File: config.mk
export PLATFORM = sky130hd
export DESIGN_NAME = trimmed_mean_battery_monitor
export DESIGN_NICKNAME = d
export VERILOG_FILES = /design/src/rtl/tmbm_pkg.sv /design/src/rtl/tmbm_cell.sv /design/src/rtl/tmbm_scale.sv /design/src/rtl/trimmed_mean_battery_monitor.sv
export SDC_FILE = /design/constraint.sdc
export NUM_CORES = 1
export LEC_CHECK = 0
export BUFFER_PORTS_ARGS = -buffer_cell sky130_fd_sc_hd__clkbuf_2
export CORE_UTILIZATION = 65
export CTS_BUF_LIST = sky130_fd_sc_hd__clkbuf_8 sky130_fd_sc_hd__clkbuf_16
export DETAILED_ROUTE_END_ITERATION = 10
export PLACE_DENSITY = 0.82
export SLEW_MARGIN = 20
export SYNTH_ARGS = -nofsm -noshare
export SYNTH_HDL_FRONTEND = slang
export SYNTH_HIERARCHICAL = 1
export SYNTH_SLANG_ARGS = --single-unit
File: constraint.sdc
create_clock -name clk -period 14.3 [get_ports clk]
set_input_delay 2.86 -clock clk [delete_from_list [all_inputs] [get_ports clk]]
set_output_delay 2.86 -clock clk [all_outputs]
set_load 0.005 [all_outputs]
File: src/rtl/tmbm_pkg.sv
// Shared constants, types and register codes for the trimmed-mean battery monitor.
package tmbm_pkg;

	localparam int WIN_SAMPLES = 9;
	localparam int MID_POS = WIN_SAMPLES / 2;
	localparam int SAMPLE_W = 12;
	localparam int SUM_W = SAMPLE_W + 2;
	localparam int GAIN_W = 18;
	localparam int MV_W = 16;
	localparam int GAIN_FRAC = 16;

	// floor(x / 3) == (x * RECIP3) >> RECIP3_SH for every x below 2**SUM_W
	localparam int RECIP3_W = 16;
	localparam int RECIP3_SH = 17;
	localparam logic [RECIP3_W-1:0] RECIP3 = 16'd43691;

	localparam int CFG_IDX_W = 2;
	localparam logic [CFG_IDX_W-1:0] CFG_GAIN = 2'd0;
	localparam logic [CFG_IDX_W-1:0] CFG_MIN_MV = 2'd1;
	localparam logic [CFG_IDX_W-1:0] CFG_MAX_MV = 2'd2;

	localparam logic [GAIN_W-1:0] GAIN_RST = 18'd198498;
	localparam logic [MV_W-1:0] MIN_MV_RST = 16'd2500;
	localparam logic [MV_W-1:0] MAX_MV_RST = 16'd5000;

	// what one cell shows its right-hand neighbor
	typedef struct packed {
		logic vld;
		logic gt;
		logic [SAMPLE_W-1:0] val;
	} link_t;

endpackage

File: src/rtl/tmbm_cell.sv
// One cell of the sorted insertion chain: holds one window entry.
module tmbm_cell (
	input  logic                            clk,
	input  logic                            arst_n,
	input  logic                            ins_en,
	input  logic                            clr,
	input  logic [tmbm_pkg::SAMPLE_W-1:0]   ins_val,
	input  tmbm_pkg::link_t                 left,
	output tmbm_pkg::link_t                 self_lnk,
	output logic [tmbm_pkg::SAMPLE_W-1:0]   nxt_val
);
	import tmbm_pkg::*;

	logic                vld_q;
	logic [SAMPLE_W-1:0] val_q;
	logic                gt;

	// empty cells count as larger than any sample
	assign gt = !vld_q || (val_q > ins_val);
	assign nxt_val = gt ? (left.gt ? left.val : ins_val) : val_q;
	assign self_lnk = '{vld: vld_q, gt: gt, val: val_q};

	always_ff @(posedge clk or negedge arst_n) begin
		if (!arst_n) begin
			vld_q <= 1'b0;
		end else if (clr) begin
			vld_q <= 1'b0;
		end else if (ins_en) begin
			vld_q <= vld_q | left.vld;
		end
	end

	always_ff @(posedge clk) begin
		if (ins_en) begin
			val_q <= nxt_val;
		end
	end

endmodule

File: src/rtl/tmbm_scale.sv
// Mean, gain multiply and limit check of the middle-sample sum, with output register.
module tmbm_scale (
	input  logic                           clk,
	input  logic                           arst_n,
	input  logic                           sum_valid,
	output logic                           sum_ready,
	input  logic [tmbm_pkg::SUM_W-1:0]     sum,
	input  logic [tmbm_pkg::GAIN_W-1:0]    gain_q16,
	input  logic [tmbm_pkg::MV_W-1:0]      min_valid_mv,
	input  logic [tmbm_pkg::MV_W-1:0]      max_valid_mv,
	output logic                           out_valid,
	input  logic                           out_ready,
	output logic [tmbm_pkg::MV_W-1:0]      battery_mv,
	output logic                           battery_present
);
	import tmbm_pkg::*;

	localparam int MPROD_W = SUM_W + RECIP3_W;
	localparam int GPROD_W = SAMPLE_W + GAIN_W;

	logic                v_s2, v_s3, out_v_q;
	logic [SAMPLE_W-1:0] mean_s2;
	logic [MV_W-1:0]     scaled_s3;
	logic [MV_W-1:0]     mv_q;
	logic                pres_q;
	logic                out_free, s3_free, s2_free;
	logic [MPROD_W-1:0]  mprod;
	logic [GPROD_W-1:0]  gprod;
	logic                in_range;

	assign out_free = !out_v_q || out_ready;
	assign s3_free = !v_s3 || out_free;
	assign s2_free = !v_s2 || s3_free;
	assign sum_ready = s2_free;

	assign mprod = MPROD_W'(sum) * MPROD_W'(RECIP3);
	assign gprod = GPROD_W'(mean_s2) * GPROD_W'(gain_q16);
	assign in_range = (scaled_s3 >= min_valid_mv) && (scaled_s3 <= max_valid_mv);

	always_ff @(posedge clk or negedge arst_n) begin
		if (!arst_n) begin
			v_s2 <= 1'b0;
			v_s3 <= 1'b0;
			out_v_q <= 1'b0;
		end else begin
			if (s2_free) v_s2 <= sum_valid;
			if (s3_free) v_s3 <= v_s2;
			if (out_free) out_v_q <= v_s3;
		end
	end

	always_ff @(posedge clk) begin
		if (s2_free && sum_valid) begin
			mean_s2 <= mprod[RECIP3_SH +: SAMPLE_W];
		end
		if (s3_free && v_s2) begin
			// product stays below 2**30, so the bits above the fraction fit sixteen bits
			scaled_s3 <= MV_W'(gprod[GPROD_W-1:GAIN_FRAC]);
		end
		if (out_free && v_s3) begin
			mv_q <= in_range ? scaled_s3 : '0;
			pres_q <= in_range;
		end
	end

	assign out_valid = out_v_q;
	assign battery_mv = mv_q;
	assign battery_present = pres_q;

endmodule

File: src/rtl/trimmed_mean_battery_monitor.sv
// Top level of the trimmed-mean battery monitor: insertion chain, sum stage, registers.
// Usage: every sample transfer is inserted into a chain of nine cells that keeps the
// window in ascending order; a new sample can be taken every clock cycle. The transfer
// that brings the ninth sample empties the window and starts the result: the three
// middle entries are summed, the sum is divided by three (reciprocal multiply), scaled
// by gain_q16 and checked against min_valid_mv..max_valid_mv inclusive. The result is
// offered on the output channel; out of range gives battery_mv = 0 and
// battery_present = 0. The sum register, two arithmetic stages and the output register
// form an elastic pipeline; sample transfers pause only while the sum register is held
// by a stalled output side. Registers are written through the configuration channel,
// which is always ready; writes to an unused index are ignored.
module trimmed_mean_battery_monitor (
	input  logic                             clk,
	input  logic                             arst_n,
	input  logic                             cfg_valid,
	output logic                             cfg_ready,
	input  logic [tmbm_pkg::CFG_IDX_W-1:0]   cfg_index,
	input  logic [tmbm_pkg::GAIN_W-1:0]      cfg_data,
	input  logic                             in_valid,
	output logic                             in_ready,
	input  logic [tmbm_pkg::SAMPLE_W-1:0]    sample_mv,
	output logic                             out_valid,
	input  logic                             out_ready,
	output logic [tmbm_pkg::MV_W-1:0]        battery_mv,
	output logic                             battery_present
);
	import tmbm_pkg::*;

	// configuration registers
	logic [GAIN_W-1:0] gain_q;
	logic [MV_W-1:0]   min_mv_q;
	logic [MV_W-1:0]   max_mv_q;

	assign cfg_ready = 1'b1;

	always_ff @(posedge clk or negedge arst_n) begin
		if (!arst_n) begin
			gain_q <= GAIN_RST;
			min_mv_q <= MIN_MV_RST;
			max_mv_q <= MAX_MV_RST;
		end else if (cfg_valid) begin
			case (cfg_index)
				CFG_GAIN:   gain_q <= cfg_data;
				CFG_MIN_MV: min_mv_q <= cfg_data[MV_W-1:0];
				CFG_MAX_MV: max_mv_q <= cfg_data[MV_W-1:0];
				default: ;
			endcase
		end
	end

	// insertion chain; lnk[i] is what feeds cell i from its left
	link_t               lnk [WIN_SAMPLES+1];
	logic [SAMPLE_W-1:0] nxt [WIN_SAMPLES];
	logic [WIN_SAMPLES-1:0] vld_vec;
	logic                in_xfer;
	logic                fills;

	assign lnk[0] = '{vld: 1'b1, gt: 1'b0, val: '0};
	assign in_xfer = in_valid && in_ready;
	// eight held entries: this sample completes the window
	assign fills = lnk[WIN_SAMPLES-1].vld;

	for (genvar i = 0; i < WIN_SAMPLES; i++) begin : g_cell
		tmbm_cell u_cell (
			.clk      (clk),
			.arst_n   (arst_n),
			.ins_en   (in_xfer),
			.clr      (in_xfer && fills),
			.ins_val  (sample_mv),
			.left     (lnk[i]),
			.self_lnk (lnk[i+1]),
			.nxt_val  (nxt[i])
		);
		assign vld_vec[i] = lnk[i+1].vld;
	end

	// middle-sum stage, loaded from the chain's next-state values
	logic             s1_v;
	logic [SUM_W-1:0] sum_s1;
	logic             scale_rdy;

	assign in_ready = !s1_v || scale_rdy;

	always_ff @(posedge clk or negedge arst_n) begin
		if (!arst_n) begin
			s1_v <= 1'b0;
		end else if (in_xfer && fills) begin
			s1_v <= 1'b1;
		end else if (scale_rdy) begin
			s1_v <= 1'b0;
		end
	end

	always_ff @(posedge clk) begin
		if (in_xfer && fills) begin
			sum_s1 <= SUM_W'(nxt[MID_POS-1]) + SUM_W'(nxt[MID_POS]) + SUM_W'(nxt[MID_POS+1]);
		end
	end

	tmbm_scale u_scale (
		.clk             (clk),
		.arst_n          (arst_n),
		.sum_valid       (s1_v),
		.sum_ready       (scale_rdy),
		.sum             (sum_s1),
		.gain_q16        (gain_q),
		.min_valid_mv    (min_mv_q),
		.max_valid_mv    (max_mv_q),
		.out_valid       (out_valid),
		.out_ready       (out_ready),
		.battery_mv      (battery_mv),
		.battery_present (battery_present)
	);

	// held entries stay ascending
	logic order_ok;

	always_comb begin
		order_ok = 1'b1;
		for (int i = 1; i < WIN_SAMPLES; i++) begin
			if (lnk[i+1].vld && (lnk[i].val > lnk[i+1].val)) order_ok = 1'b0;
		end
	end

`ifndef ASSERT_OFF
	a_prefix: assert property (@(posedge clk) disable iff (!arst_n)
		((vld_vec + WIN_SAMPLES'(1)) & vld_vec) == '0)
		else $error("window valid bits are not a prefix");

	a_sorted: assert property (@(posedge clk) disable iff (!arst_n) order_ok)
		else $error("window lost ascending order");

	a_empty_after_fill: assert property (@(posedge clk) disable iff (!arst_n)
		(in_xfer && fills) |=> (vld_vec == '0) && s1_v)
		else $error("window not emptied after completing transfer");

	a_sum_hold: assert property (@(posedge clk) disable iff (!arst_n)
		(s1_v && !scale_rdy) |=> (s1_v && $stable(sum_s1)))
		else $error("middle sum changed while stalled");
`endif

endmodule

==> impl.org <==
** Outcome
- The flow ran to the end, and the final reports show no timing, DRC or antenna violations.

** Die
- 57 I/O pins were placed.
- Number of placement rows :: 70
- The initial utilization of the core area, before any placement, comes to 0.661.
- Die footprint :: ~0.038 mm²
- Area of the core region :: roughly 0.037 mm²
- The die is between 150 and 200 µm tall.
- Die Span X :: slightly below 200 µm

** STA
- Setup violations remaining at the end of the flow were counted as 0.
- Slew at the pin with the worst max-slew slack :: roughly 1.1 ns
- Setup skew after layout :: approximately 0.021 ns
- Share of the clock period used by the worst path after layout :: 0.569
- Post-layout worst setup margin :: 6.16 ns
- Setup TNS :: 0 ns
- The smallest clock period supported by the final layout is computed as a little over 8 ns.
- Unrepaired setup endpoints after global routing :: false
- Headroom to the max-slew limit :: 0.256
- Timing would allow up to roughly 0.12 GHz.
- The final hold violation count was 0.
- The final count of pins violating max slew is 0.

** Cells and area
- Register area :: approximately 0.0054 mm²
- In the final layout, the multi-input gates occupy between 0.015 and 0.02 mm².
- Final net count :: a little under 3000
- Area growth, synth to finish :: 3.09%
- Share of post-route cells with drive strength above 1 :: 0.133
- The number of antenna diodes in the final layout is 0.
- Layout fillers :: between 2000 and 3000
- Once layout is complete, the utilization of the core stands at 0.681.
- Post-route non-filler standard cell count :: slightly below 3000

** Min path
- For hold timing, the worst endpoint is u_scale/v_s2.
- Worst hold path depth :: 1
- In this run the most critical hold path is launched from s1_v.
- Worst hold path type :: reg2reg

** Critical path
- Type of destination of the critical path :: flop
- Worst reg2reg endpoint :: u_scale/scaled_s3[13]
- Critical-path cell with the highest stage delay :: or3_1
- The worst setup path is launched from an input port.
- The startpoint identified for the worst register-to-register timing path is u_scale/mean_s2[6].
- Start point of the critical path :: sample_mv[7]
- In this run the worst path has a maximum fanout of 25.
- The worst register-to-register path has a depth of 17.
- Arrival time at the worst endpoint :: between 8 and 9 ns
- R2r setup slk :: approximately 8 ns
- In this design, the stage delay of the slowest critical-path cell is ~0.87 ns.
- Worst setup path category :: in2reg
- Data on the critical path is required at its endpoint by roughly 15 ns.
- Crit path cell chain :: clkbuf_2, inv_1, ha_1, nand4_1, or3_1, o31ai_1, nand2_1, mux2i_1, nand2_1, o221ai_1, nor3_1, fa_1, ha_1, fa_1, a21o_1, a221oi_4, o31ai_2, o21a_1, a21bo_1

** Route
- In this run the remaining antenna-violating nets after routing total 0.
- In the routed layout, each cell is associated on average with a via count of just over 6.
- The routed design has 56900 µm of wire.
- Summing over every cut layer, the via total after detailed routing is approximately 18000.
- Post-route DRC violation count :: 0
- Number of design-rule violations left by the first detailed-router iteration :: about 1300
- Average wire per cell in the routed design :: 19.5 µm
- DR pass1 iterations :: 6

** Logic synthesis
- Gate count after technology mapping :: roughly 2500
- Count of synthesis-stage warnings from yosys :: 6
- The synthesized netlist occupies a cell area of 0.0242 mm².
- Syn_area_per_cell :: roughly 10 µm²

** Placement
- Cell count after placement :: just under 3000
- Worst setup slack after placement :: between 5 and 6 ns
- The congestion estimate from routability-driven global placement came to between 0.8 and 0.9.
- Port bufs :: 53
- Summed over all nets, the half-perimeter wirelength after detailed placement is between 40000 and 50000 µm.

** Clock network
- Post-CTS Hold Buffers :: 0
- The clock passes through at most 2 buffers.
- TritonCTS built the clock tree.
- The H-tree was split into 4 levels.
- The root buffer cell chosen for the clock tree is clkbuf_16.
- Once the clock tree was built, the setup fixing pass inserted 0 buffers.
- Counting every sink on the clock net gives approximately 190.
- Number of cells upsized or downsized after cts :: 0
- Worst-path clk slew :: about 0.080 ns
- Total clock buffers created by CTS :: 17
- Clock latency at the later pin of the worst-skew pair :: 0.47 ns

** Global route
- Summed over all layers, the global routing overflow is 0.
- The via count of the first global-routing pass came to between 15000 and 20000.
- Largest net degree at the start of global routing :: between 80 and 90
- Number of antenna violations at the first check in global routing :: 0
- For this run, the total global-route usage over all layers was measured as 0.309.
- The first global-routing pass estimated 93800 µm of wire.

** Job
- Number of max-cap violations :: 0
registers in the layout, summed over array words and instances, names as in the netlist:
register / flops
g_cell.u_cell/vld_q: 8
u_scale/v_s3: 1
s1_v: 1
u_scale/battery_present: 1
u_scale/battery_mv: 14
u_scale/scaled_s3: 14
u_scale/mean_s2: 12
max_mv_q: 16
sum_s1: 14
u_scale/v_s2: 1
g_cell.u_cell/val_q: 72
min_mv_q: 16
u_scale/out_valid: 1
gain_q: 18
routing by layer:
metal,track usage,part of all wire,up-vias
li1,-,-,8311
met1,0.387,0.41,8820
met2,0.540,0.50,716
met3,0.0461,0.064,127
met4,0.112,0.031,0
met5,0,0,-
metrics by stage:
step,hold WS [ns],area [µm²]
3_3_place_gp,0.459,24400
6_report,0.492,25000
3_5_place_dp,0.470,24400
2_1_floorplan,0.449,24300
5_1_grt,0.502,25000
4_1_cts,0.492,25000
worst max path at each step:
stage	to	cells past startpoint
final	sum_s1[13]	19
after global routing	sum_s1[13]	19
after CTS	sum_s1[13]	19
after detailed placement	sum_s1[13]	19
after global placement	sum_s1[13]	19
after floorplan	sum_s1[13]	22
critical path, delay by kind of cell:
kind,cells,cell delay (ns)
simple gates,5,2.04
fa+ha+maj,4,1.54
compound gates,7,1.28
buf+inv,2,0.42
mux,1,0.19
cell type report:
cell class                 count  share of cell area
multi-input combinational   1800               0.668
sequential                   189               0.216
inverter                     378              0.0568
tap                          468              0.0234
clock buffer                  17              0.0170
timing repair buffer          58              0.0129
clock inverter                15             0.00681
cell usage in the layout, fill, tap and decap left out, types with 34 or more instances in the layout:
cell and instances:
clkbuf_2 52, ha_1 270, and2_1 73, nor4_1 72, fa_1 227, nand2_1 228, nor3_2 42, nor3_1 34
a21oi_1 139, nor2_1 46, edfxtp_1 127, o221ai_2 42, mux2_2 50, nand2_2 36, inv_1 379, mux2i_1 72
nand2b_1 153, dfrtp_1 44
Power is not shown: default switching activity piles up to over one toggle a cycle in this logic, so the estimate is an artifact.
